`src/sv/decimal_string_hash_bucket_top_defines.svh`:
```
// Assertion macros used by the top-level file to check its own logic.
`ifndef DECIMAL_STRING_HASH_BUCKET_TOP_DEFINES_SVH
`define DECIMAL_STRING_HASH_BUCKET_TOP_DEFINES_SVH

// Same-cycle implication, disabled during reset.
`define DSHB_ASSERT_NOW(lbl, clk, rst, ante, cons, msg) \
   lbl: assert property (@(posedge clk) disable iff (rst) (ante) |-> (cons)) else $error(msg);

// Next-cycle implication, disabled during reset.
`define DSHB_ASSERT_NEXT(lbl, clk, rst, ante, cons, msg) \
   lbl: assert property (@(posedge clk) disable iff (rst) (ante) |=> (cons)) else $error(msg);

`endif

```
`src/sv/dshb_pkg.sv`:
```
package dshb_pkg;

   localparam int KeyWidth    = 32;
   localparam int BucketBits  = 12;
   localparam int BucketWidth = 12;
   localparam int NodeWidth   = 11;
   localparam int NumDigits   = 10;
   localparam int MaxChars    = 11;
   localparam int RemBits     = 4;
   localparam int NodeSteps   = BucketWidth / RemBits;

   localparam logic [31:0] LenMult  = 32'h238F13AF;
   localparam logic [31:0] CharMask = 32'h7FFFFFFF;
   localparam logic [31:0] HashMult = 32'd1103515243;
   localparam logic [31:0] HashAdd  = 32'd12345;
   localparam logic [31:0] Recip10  = 32'hCCCCCCCD;
   localparam logic [7:0]  AsciiZero  = 8'h30;
   localparam logic [7:0]  AsciiMinus = 8'h2D;

   typedef logic [3:0] digit_type;
   typedef logic [3:0] count_type;
   typedef logic [NumDigits-1:0][3:0] digits_type;

   typedef struct packed {
      logic      valid;
      logic      neg;
      count_type nd;
   } dig_ctrl_type;

   // Shift applied to character i of the decimal text.
   function automatic logic [4:0] char_shift(input int i);
      return 5'((i * 5) % 24);
   endfunction

endpackage

```
`src/sv/dshb_node_mod.sv`:
```
module dshb_node_mod import dshb_pkg::*; (
   input  logic                   clock,
   input  logic                   reset,
   input  logic                   en,
   input  logic                   in_valid,
   input  logic [BucketWidth-1:0] in_bucket,
   input  logic [NodeWidth-1:0]   divisor,
   output logic                   out_valid,
   output logic [BucketWidth-1:0] out_bucket,
   output logic [NodeWidth-1:0]   out_node
);

   logic                   nv_ff [NodeSteps];
   logic [BucketWidth-1:0] nb_ff [NodeSteps];
   logic [BucketWidth-1:0] nr_ff [NodeSteps];

   // Restoring remainder, RemBits quotient bits per stage.
   for (genvar s = 0; s < NodeSteps; s++) begin : g_step
      logic                   src_valid;
      logic [BucketWidth-1:0] src_bucket;
      logic [BucketWidth-1:0] src_rem;
      logic [BucketWidth-1:0] rem;

      if (s == 0) begin : g_first
         assign src_valid  = in_valid;
         assign src_bucket = in_bucket;
         assign src_rem    = '0;
      end else begin : g_next
         assign src_valid  = nv_ff[s-1];
         assign src_bucket = nb_ff[s-1];
         assign src_rem    = nr_ff[s-1];
      end

      always_comb begin
         rem = src_rem;
         for (int j = 0; j < RemBits; j++) begin
            rem = {rem[BucketWidth-2:0], src_bucket[BucketWidth-1-(s*RemBits)-j]};
            if (rem >= {1'b0, divisor}) begin
               rem = rem - {1'b0, divisor};
            end
         end
      end

      always_ff @(posedge clock) begin
         if (reset) begin
            nv_ff[s] <= 1'b0;
         end else if (en) begin
            nv_ff[s] <= src_valid;
         end
      end

      always_ff @(posedge clock) begin
         if (en) begin
            nb_ff[s] <= src_bucket;
            nr_ff[s] <= rem;
         end
      end
   end

   assign out_valid  = nv_ff[NodeSteps-1];
   assign out_bucket = nb_ff[NodeSteps-1];
   assign out_node   = NodeWidth'(nr_ff[NodeSteps-1]) + NodeWidth'(1);

endmodule
```
`config.mk`:
```
export PLATFORM = sky130hd
export DESIGN_NAME = dshb_node_mod
export DESIGN_NICKNAME = d
export VERILOG_FILES = /design/src/sv/decimal_string_hash_bucket_top_defines.svh /design/src/sv/dshb_pkg.sv /design/src/sv/dshb_node_mod.sv
export SDC_FILE = /design/constraint.sdc
export NUM_CORES = 1
export LEC_CHECK = 0
export ABC_AREA = 1
export BUFFER_PORTS_ARGS = -buffer_cell sky130_fd_sc_hd__buf_4
export CAP_MARGIN = 20
export CORE_MARGIN = 2
export CORE_UTILIZATION = 45
export DETAILED_ROUTE_END_ITERATION = 7
export PLACE_DENSITY = 0.59
export SETUP_SLACK_MARGIN = 0.1
export SLEW_MARGIN = 20
export SYNTH_ARGS = -nofsm -noshare
export SYNTH_HDL_FRONTEND = slang
export SYNTH_SLANG_ARGS = --single-unit
```
`constraint.sdc`:
```
create_clock -name clock -period 11.3 [get_ports clock]
set_clock_uncertainty 0.05 [all_clocks]
set_input_delay 0 -clock clock [delete_from_list [all_inputs] [get_ports clock]]
set_output_delay 0 -clock clock [all_outputs]
set_load 0.01 [all_outputs]
```
==> metrics.yaml, run 1 <==
cells_and_area:
  drive_above_1_share_pct: 11.5
  mostFrequentLayoutCell: "nand2_1"
  syn2layout_area_growth_pct: 11.1
  nFillCells: 2162
  antennaDiodeCount: 0
  layout_common_cells: "nand2_1 (376), inv_1 (173), ha_1 (124)"
  fin_nets: 1601
worst_setup_path:
  crit_type: "reg -> reg"
  max_stage_delay_ps: 430
  critPathMaxFanout: 18
  cp-end-kind: "flip-flop"
  reg2reg_depth: 42
  rr_endpoint: "nr_ff[0][15]$_DFFE_PP_"
  critPathRequiredTime_ps: 11350
  r2r-start: "nb_ff[0][7]$_DFFE_PP_"
  crit_arrival_ps: 7890
  crit_slowest_cell: "edfxtp_1"
  crit_top_cell: "nand2_1"
  reg2reg_slack_ps: 3460
  start_kind: "flip-flop"
min_path:
  min_path_type: "in -> reg"
  min_path_cells: 1
  min_to: "nr_ff[0][0]$_DFFE_PP_"
  min_from: "en"
die:
  die_y_um: 152
  core-area_mm2: 0.0216
  die_x_um: 152
  start_util_pct: 45.5
  placementRows: 54
  design.die.area_mm2: 0.0230
  io_pins: 51
global_route:
  antenna_found_initial: 0
  grt_pass1_wl_mm: 43.0
  grt_max_degree: 39
  grt_pass1_vias: 8369
  grt_usage_pct: 23.1
  overflow: 0
synth:
  syn_area_per_cell_um2: 7.18
  ys.warnings.count: 0
  syn_inst: 1370
  synth_fp_nets: 1532
  synth-main-ff-cell: "edfxtp_1"
  netlist-cell-type-count: 52
  async_flop_share_pct: 0
  synthesis.area_mm2: 0.00983
  synth-edff-count: 72
  synth_seq_area_share_pct: 22.0
  ys_ff_latch: 72
detailed_routing:
  vias: 9139
  drc: 0
  antenna_left: 0
  first_pass_iters: 6
  routedWlPerCell_um: 15.7
  wl_mm: 27.0
  first_iter_violations: 573
  vias_per_cell: 5.30
cts:
  cts_root_buf: "clkbuf_16"
  cts_tree: "done"
  cts_made_buffers: 9
  clock_path_buffers: 2
  hold_buffers: 14
  cts_sinks: 72
  cts.clk_slew.worst_paths_ps: 70
  cts.repair.resized: 0
  post_cts_buffers: 0
  clock_latency_ps: 350
  htreeDepth: 3
timing:
  finalCritPeriodShare_pct: 69.4
  hold_viol: 0
  tightest_slew_ps: 841
  fin_setup_tns_ps: 0
  slew_violations: 0
  slew_headroom_pct: 43.9
  fin_crit_ps: 7840
  rsz0062_at_grt: "no"
  final-setup-viol-count: 0
  fmax_mhz: 128
job:
  drv_cap: 0
placement:
  place.gp.congestion: 0.946
  io_buffers: 50
  dpl.hpwl_mm: 21.0
outcome:
  status: "finished clean"
flip-flops by register name (all words and copies together) (netlist names):
| name | cells |
|---|---|
| nv_ff | 3 |
| nr_ff | 33 |
| nb_ff | 36 |
layout make-up:
cell class	instances	area (um^2)	share of cell area, %
Timing Repair Buffer	70	561	5.13
Clock buffer	10	229	2.10
Multi-Input combinational cell	1096	6840	62.6
Sequential cell	72	2160	19.8
Clock inverter	6	60.1	0.550
Tap cell	280	350	3.21
Inverter	190	718	6.58
critical path, delay by kind of cell (launching register included):
kind            cells  cell delay [ps]
fa+ha+maj           5             1660
compound gates     12             2210
buf+inv             6              640
simple gates       19             2560
flops               1              430
through the flow:
step	setup WS (ps)	std cells	utilization [%]	cell area (um^2)	hold WS (ps)
after floorplan	4770	1370	-	9830	48.9
after global placement	3400	1694	48.5	10500	129
after detailed placement	3410	1694	48.5	10500	130
after CTS	3460	1724	50.5	10900	104
after global routing	2750	1724	50.5	10900	117
final	3460	1724	50.5	10900	95.4
worst max-delay path by stage:
stage          slack (ps)                   start  depth (start not counted)                      to
5_1_grt              2750   nb_ff[0][7]$_DFFE_PP_                         42  nr_ff[0][14]$_DFFE_PP_
3_3_place_gp         3400              divisor[4]                         42  nr_ff[0][14]$_DFFE_PP_
3_5_place_dp         3410              divisor[4]                         42  nr_ff[0][12]$_DFFE_PP_
6_report             3460   nb_ff[0][7]$_DFFE_PP_                         42  nr_ff[0][15]$_DFFE_PP_
4_1_cts              3460   nb_ff[0][7]$_DFFE_PP_                         42  nr_ff[0][12]$_DFFE_PP_
2_1_floorplan        4770  nb_ff[0][15]$_DFFE_PP_                         48  nr_ff[0][25]$_DFFE_PP_
per-layer routing:
metal / share of wire [%] / up-vias / track usage, %
li1: - / 4712 / -
met1: 47 / 4154 / 32.1
met2: 46 / 235 / 38.1
met3: 5.1 / 38 / 2.51
met4: 2.3 / 0 / 6.99
met5: 0 / - / 0
Yosys cell counts (3+ instances only):
cell	n	area share, %
nor2_1	78	3.0
inv_1	173	6.6
a21boi_0	4	0.31
a21o_1	8	0.61
nand3b_1	6	0.46
a31oi_1	6	0.38
nand2_2	21	1.3
nand2_4	3	0.34
buf_4	5	0.38
o21ai_2	16	1.4
edfxtp_1	72	22
o21ai_1	17	0.87
ha_1	124	16
o21ai_0	50	2.5
nand4_1	24	1.5
nor2_2	6	0.38
inv_2	15	0.57
o2111ai_1	5	0.45
o31ai_1	5	0.38
nand2_1	376	14
buf_6	4	0.46
nand3_4	4	0.71
a21oi_1	92	4.7
nor3_1	16	0.81
xor2_1	58	5.2
or2_2	7	0.45
xnor2_1	39	3.5
nand3_1	77	3.9
fa_1	11	2.2
a21oi_2	5	0.45
nand3_2	8	0.81
o21bai_1	8	0.61
o21a_1	3	0.23
kinds of logic after synthesis:
family                     synth area share (%)
AOI/OAI and AO/OA                          13.7
xor gates and xnor gates                   8.64
adders and majority gates                  18.0
buffers and inverters                      8.40
DFF                                        22.0
and+or+nand+nor                            29.2
Power of run 1 is left out: the tool's default activity adds up to more than one toggle a clock period on the data nets, which glitch-free logic cannot reach.
==> run 2, diff against run 1 <==
- PLACE_DENSITY: 0.59 -> 0.61
- clock period: 11.3 -> 6.9 ns (I/O delays scaled with it)
==> run 2 against run 1 <==
  * Worst hold slack worse by 2.9 ps
  * Count of clock-buffer cells in the layout unchanged
  * Via count rose by 9.2%
  * First-iteration DRC count rose by 24%
  * Sequential cell count unchanged
  * Die area unchanged
  * Sequential share of layout area down 3.0 points
  * Register-to-register slack got worse by 3000 ps
  * Core utilization increased by 9.0 points
  * Worst setup slack lost 3000 ps
  * Non-clock buffer count rose by 182
  * Global-route usage rose by 2.1 points
  * Critical path type unchanged
==> metrics.yaml, run 2 (synthesized netlist as in run 1, its figures left out) <==
job:
  drv_cap: 0  # unchanged
timing:
  fin_ws_ps: 450  # was 3460 ps
  finalCritPeriodShare_pct: 93.5  # was 69.4%
  tightest_slew_ps: 539  # was 841 ps
  slew_headroom_pct: 64.1  # was 43.9%
  slew_violations: 0  # unchanged
  fin_setup_tns_ps: 0  # unchanged
  hold_viol: 0  # unchanged
  final-setup-viol-count: 0  # unchanged
  fmax_mhz: 155  # was 128 MHz
  fin_crit_ps: 6450  # was 7840 ps
worst_setup_path:
  crit_top_cell: "nand2_1"  # unchanged
  crit_slowest_cell: "fa_2"  # was edfxtp_1
  max_stage_delay_ps: 370  # was 430 ps
  crit_arrival_ps: 6500  # was 7890 ps
  worst-path-buf-inv: 9  # was 6
  critPathRequiredTime_ps: 6950  # was 11350 ps
  start_kind: "flip-flop"  # unchanged
  crit_type: "reg -> reg"  # unchanged
  cp_top_family: "simple AND/OR/NAND/NOR gates"  # unchanged
  critPathMaxFanout: 12  # was 18
  reg2reg_slack_ps: 450  # was 3460 ps
  cp-end-kind: "flip-flop"  # unchanged
placement:
  place.gp.congestion: 1.01  # was 0.946
  dpl.hpwl_mm: 23.5  # was 21.0 mm
  io_buffers: 50  # unchanged
  dp_slack_ps: -388  # was 3410 ps
outcome:
  status: "finished clean"  # unchanged
cells_and_area:
  mostFrequentLayoutCell: "nand2_1"  # unchanged
  final_util_pct: 59.5  # was 50.5%
  fin_nets: 1786  # was 1601
  syn2layout_area_growth_pct: 30.9  # was 11.1%
  top_regs: "nb_ff x36, nr_ff x33, nv_ff x3"  # unchanged
  max_flop_register: "nb_ff"  # unchanged
  drive_above_1_share_pct: 26.5  # was 11.5%
  antennaDiodeCount: 0  # unchanged
  largest_reg_flops: 36  # unchanged
  layout_common_cells: "nand2_1 (365), buf_4 (232), inv_1 (171)"  # was nand2_1 (376), inv_1 (173), ha_1 (124)
min_path:
  min_path_type: "in -> reg"  # unchanged
global_route:
  overflow: 0  # unchanged
  grt_pass1_vias: 9301  # was 8369
  antenna_found_initial: 0  # unchanged
  grt_max_degree: 39  # unchanged
  grt_usage_pct: 25.3  # was 23.1%
  grt_pass1_wl_mm: 47.3  # was 43.0 mm
die:
  core-area_mm2: 0.0216  # unchanged
  placementRows: 54  # unchanged
  start_util_pct: 45.5  # unchanged
  io_pins: 51  # unchanged
  die_x_um: 152  # unchanged
  die_y_um: 152  # unchanged
  design.die.area_mm2: 0.0230  # unchanged
cts:
  htreeDepth: 3  # unchanged
  cts_made_buffers: 9  # unchanged
  clock_latency_ps: 350  # about the same
  cts.clk_slew.worst_paths_ps: 70  # about the same
  cts_tree: "done"  # unchanged
  clock_path_buffers: 2  # unchanged
  cts_root_buf: "clkbuf_16"  # unchanged
  cts_sinks: 72  # unchanged
detailed_routing:
  drc: 0  # unchanged
  vias: 9978  # was 9139
  antenna_left: 0  # unchanged
  wl_mm: 30.2  # was 27.0 mm
  first_iter_violations: 713  # was 573
  vias_per_cell: 5.23  # was 5.30
  first_pass_iters: 5  # was 6
  routedWlPerCell_um: 15.9  # was 15.7 um
[run 2: cell count changes in the layout (fill, tap and decap cells not counted), sizes merged]
cell      previous run  this run
clkinv               4         3
nand3               89        90
clkinvlp             1         2
buf                 56       238
inv                190       191
[run 2: worst paths after layout]
kind | cells past startpoint | startpoint | endpoint
worst min register to register | 0 | nb_ff[0][23]$_DFFE_PP_ | nb_ff[0][35]$_DFFE_PP_
worst min-delay path | 1 | en | nr_ff[0][6]$_DFFE_PP_
worst max-delay path | 44 | nb_ff[0][15]$_DFFE_PP_ | nr_ff[0][24]$_DFFE_PP_
worst max register to register | 44 | nb_ff[0][15]$_DFFE_PP_ | nr_ff[0][24]$_DFFE_PP_
[run 2: through the flow]
stage / hold WS, ps / std cells / cell area [um^2]
after global placement: 128 / 1859 / 11800
final: 92.5 / 1908 / 12900
after detailed placement: 130 / 1859 / 11800
after floorplan: 48.9 / 1370 / 9830
after CTS: 98.5 / 1892 / 12300
after global routing: 111 / 1908 / 12900
[run 2: cell type report]
cell class / count / area [um^2]
multi-input combinational: 1097 / 7340
timing repair inverter: 2 / 15.0
fill: 2035 / 8750
sequential: 72 / 2160
clock buffer: 10 / 229
clock inverter: 5 / 58.8
timing repair buffer: 252 / 1980
tap: 280 / 350
inverter: 190 / 741
[run 2: routing by layer]
metal  part of all wire (%)  wire length [um]  global-route usage [%]  vias to the layer above
li1                       -                 -                       -                     5098
met3                    5.4              1620                    3.05                       49
met2                     46             13900                    41.8                      258
met5                      0                 0                       0                        -
met1                     46             14000                    34.8                     4573
met4                    2.4               730                    7.30                        0
[run 2: timing repair]
item	in CTS	in global routing
buffers inserted	3	14
resized for setup	19	103
endpoints found under the setup margin	15	22
pin swaps	2	16
hold endpoints to repair	16	0
gates cloned	1	2
hold buffers	14	0
Power of run 2 is left out for the same reason.
==> run 3, diff against run 2 <==
- BUFFER_PORTS_ARGS: -buffer_cell sky130_fd_sc_hd__buf_4 -> default
- DONT_BUFFER_PORTS: default -> 1
- PLACE_DENSITY: 0.61 -> 0.59
- clock period: 6.9 -> 5.8 ns (I/O delays scaled with it)
==> run 3 against run 2 <==
  * The flow now finishes with violations (hold timing, setup timing)
  * Routed wire length grew 25%
  * Count of clock-buffer cells in the layout fell by 1
  * Register-to-register slack lost 950 ps
  * Sequential cell count unchanged
  * Cell count grew 14%
  * Design area is 30% higher
  * Global-route usage is 5.6 points higher
  * Critical path depth fell by 3
  * Critical endpoint is now nr_ff[0][12]$_DFFE_PP_
==> metrics.yaml, run 3 (synthesized netlist as in run 1, its figures left out) <==
die:
  design.die.area_mm2: 0.0230  # unchanged
  io_pins: 51  # unchanged
  core-area_mm2: 0.0216  # unchanged
  placementRows: 54  # unchanged
  start_util_pct: 45.5  # unchanged
  die_y_um: 152  # unchanged
  die_x_um: 152  # unchanged
detailed_routing:
  antenna_left: 0  # unchanged
  vias_per_cell: 5.31  # was 5.23
  drc: 0  # unchanged
  routedWlPerCell_um: 17.3  # was 15.9 um
  wl_mm: 37.7  # was 30.2 mm
  vias: 11500  # was 9978
  first_iter_violations: 655  # was 713
  first_pass_iters: 5  # unchanged
outcome:
  status: "finished, violations left"  # was finished clean
  violations: "hold timing, setup timing"
cells_and_area:
  stdcell_count: 2174  # was 1908
  nFillCells: 1437  # was 2035
  layout_common_cells: "buf_4 (456), nand2_1 (286), inv_1 (142)"  # was nand2_1 (365), buf_4 (232), inv_1 (171)
  antennaDiodeCount: 0  # unchanged
  largest_reg_flops: 36  # unchanged
  fin_nets: 2051  # was 1786
  multi_input_area_mm2: 0.00896  # was 0.00734 mm^2
  final_util_pct: 77.3  # was 59.5%
  register_area_mm2: 0.00216  # unchanged
  drive_above_1_share_pct: 50.0  # was 26.5%
  max_flop_register: "nb_ff"  # unchanged
  mostFrequentLayoutCell: "buf_4"  # was nand2_1
  top_regs: "nb_ff x36, nr_ff x33, nv_ff x3"  # unchanged
  syn2layout_area_growth_pct: 70.0  # was 30.9%
global_route:
  overflow: 0  # unchanged
  grt.busiest_layer: "met2"  # unchanged
  grt_pass1_wl_mm: 57.6  # was 47.3 mm
  antenna_found_initial: 0  # unchanged
  grt_use_met3_pct: 4.02  # was 3.05%
  grt_util_met2_pct: 52.8  # was 41.8%
  grt_max_degree: 72  # was 39
  grt_pass1_vias: 11500  # was 9301
  met1_usage_pct: 38.7  # was 34.8%
  grt_usage_pct: 30.8  # was 25.3%
placement:
  dpl.hpwl_mm: 25.9  # was 23.5 mm
  dp.cells: 2037  # was 1859
  io_buffers: 0  # was 50
  place.gp.congestion: 0.938  # was 1.01
cts:
  cts_sinks: 72  # unchanged
  cts_made_buffers: 9  # unchanged
  cts.clk_slew.worst_paths_ps: 70  # about the same
  clock_path_buffers: 2  # unchanged
  cts_tree: "done"  # unchanged
  clock_latency_ps: 350  # about the same
  cts_root_buf: "clkbuf_16"  # unchanged
  htreeDepth: 3  # unchanged
timing:
  tightest_slew_ps: 443  # was 539 ps
  fin_ws_ps: -500  # was 450 ps
  slew_headroom_pct: 70.1  # was 64.1%
  slew_violations: 0  # unchanged
  final-setup-viol-count: 22  # was 0
  finalCritPeriodShare_pct: 109  # was 93.5%
  rsz0062_at_grt: "yes"
  fin_crit_ps: 6300  # was 6450 ps
  whs_ps: -19.3  # was 92.5 ps
  fmax_mhz: 159  # was 155 MHz
  hold_viol: 3  # was 0
worst_setup_path:
  critPathMaxFanout: 7  # was 12
  crit_slowest_cell: "fa_2"  # unchanged
  start_kind: "flip-flop"  # unchanged
  crit_type: "reg -> reg"  # unchanged
  reg2reg_depth: 41  # was 44
  rr_endpoint: "nr_ff[0][12]$_DFFE_PP_"  # was nr_ff[0][24]$_DFFE_PP_
  r2r-start: "nb_ff[0][7]$_DFFE_PP_"  # was nb_ff[0][15]$_DFFE_PP_
  critPathLaunch: "nb_ff[0][7]$_DFFE_PP_"  # was nb_ff[0][15]$_DFFE_PP_
  reg2reg_slack_ps: -500  # was 450 ps
  critPathRequiredTime_ps: 5860  # was 6950 ps
  crit_arrival_ps: 6360  # was 6500 ps
  crit_end: "nr_ff[0][12]$_DFFE_PP_"  # was nr_ff[0][24]$_DFFE_PP_
  cp-end-kind: "flip-flop"  # unchanged
  max_stage_delay_ps: 370  # about the same
min_path:
  min_path_type: "in -> reg"  # unchanged
job:
  drv_cap: 0  # unchanged
## run 3: cell types whose count changed in the layout (fill, tap and decap cells not counted), sizes merged
cell / change
buf: +256
clkinvlp: +3
nand3: +3
bufinv: +2
clkinv: -1
dlygate4sd3: +1
nand2: +1
nor2: +1
## run 3: layout make-up
cell class              instances  share of cell area, %
clock buffers                   9                   1.35
repair inverters                4                  0.240
multi-input cells            1102                   53.6
repair buffers                510                   24.4
inverters                     190                   4.63
well taps                     280                   2.10
clock inverters                 7                  0.749
flip-flops and latches         72                   12.9
## run 3: critical path: cells and delay by family (launching register included)
family	cells	cell delay, ps
simple gates	17	1910
buf+inv	10	1050
fa+ha+maj	5	1290
flops	1	360
compound gates	9	1370
## run 3: per-layer routing
metal / vias to the layer above / wire length [um]
met3: 108 / 1930
met2: 380 / 18400
met1: 5410 / 15800
met4: 0 / 1560
met5: - / 0
li1: 5641 / -
## run 3: through the flow
| step | setup slack [ps] | instance area [um^2] | setup TNS (ps) | hold WS (ps) |
|---|---|---|---|---|
| 2_1_floorplan | -193 | 10200 | -3250 | 48.9 |
| 3_3_place_gp | -869 | 13400 | -14520 | 48.9 |
| 3_5_place_dp | -887 | 13400 | -16350 | 48.9 |
| 4_1_cts | -339 | 15700 | -3880 | 27.9 |
| 5_1_grt | -785 | 16700 | -16350 | 8.75 |
| 6_report | -500 | 16700 | -9020 | -19.3 |
## run 3: how the worst min path moves through the flow
stage | startpoint | endpoint | slack [ps] | depth (start not counted)
finish | en | nb_ff[0][27]$_DFFE_PP_ | -20 | 1
floorplan | in_bucket[0] | nb_ff[0][0]$_DFFE_PP_ | 50 | 0
global route | en | nb_ff[0][27]$_DFFE_PP_ | 9 | 1
detailed placement | in_bucket[6] | nb_ff[0][6]$_DFFE_PP_ | 50 | 0
global placement | in_bucket[6] | nb_ff[0][6]$_DFFE_PP_ | 50 | 0
CTS | en | nb_ff[0][27]$_DFFE_PP_ | 30 | 1
## run 3: what timing repair did
| item | in CTS | in global routing |
|---|---|---|
| gates cloned | 11 | 0 |
| hold buffers | 16 | 0 |
| setup buffers | 54 | 40 |
| resized for setup | 252 | 177 |
| endpoints found under the setup margin | 22 | 33 |
| pin swaps | 99 | 77 |
| endpoints found under the hold margin | 88 | 0 |
Power of run 3 is left out for the same reason.
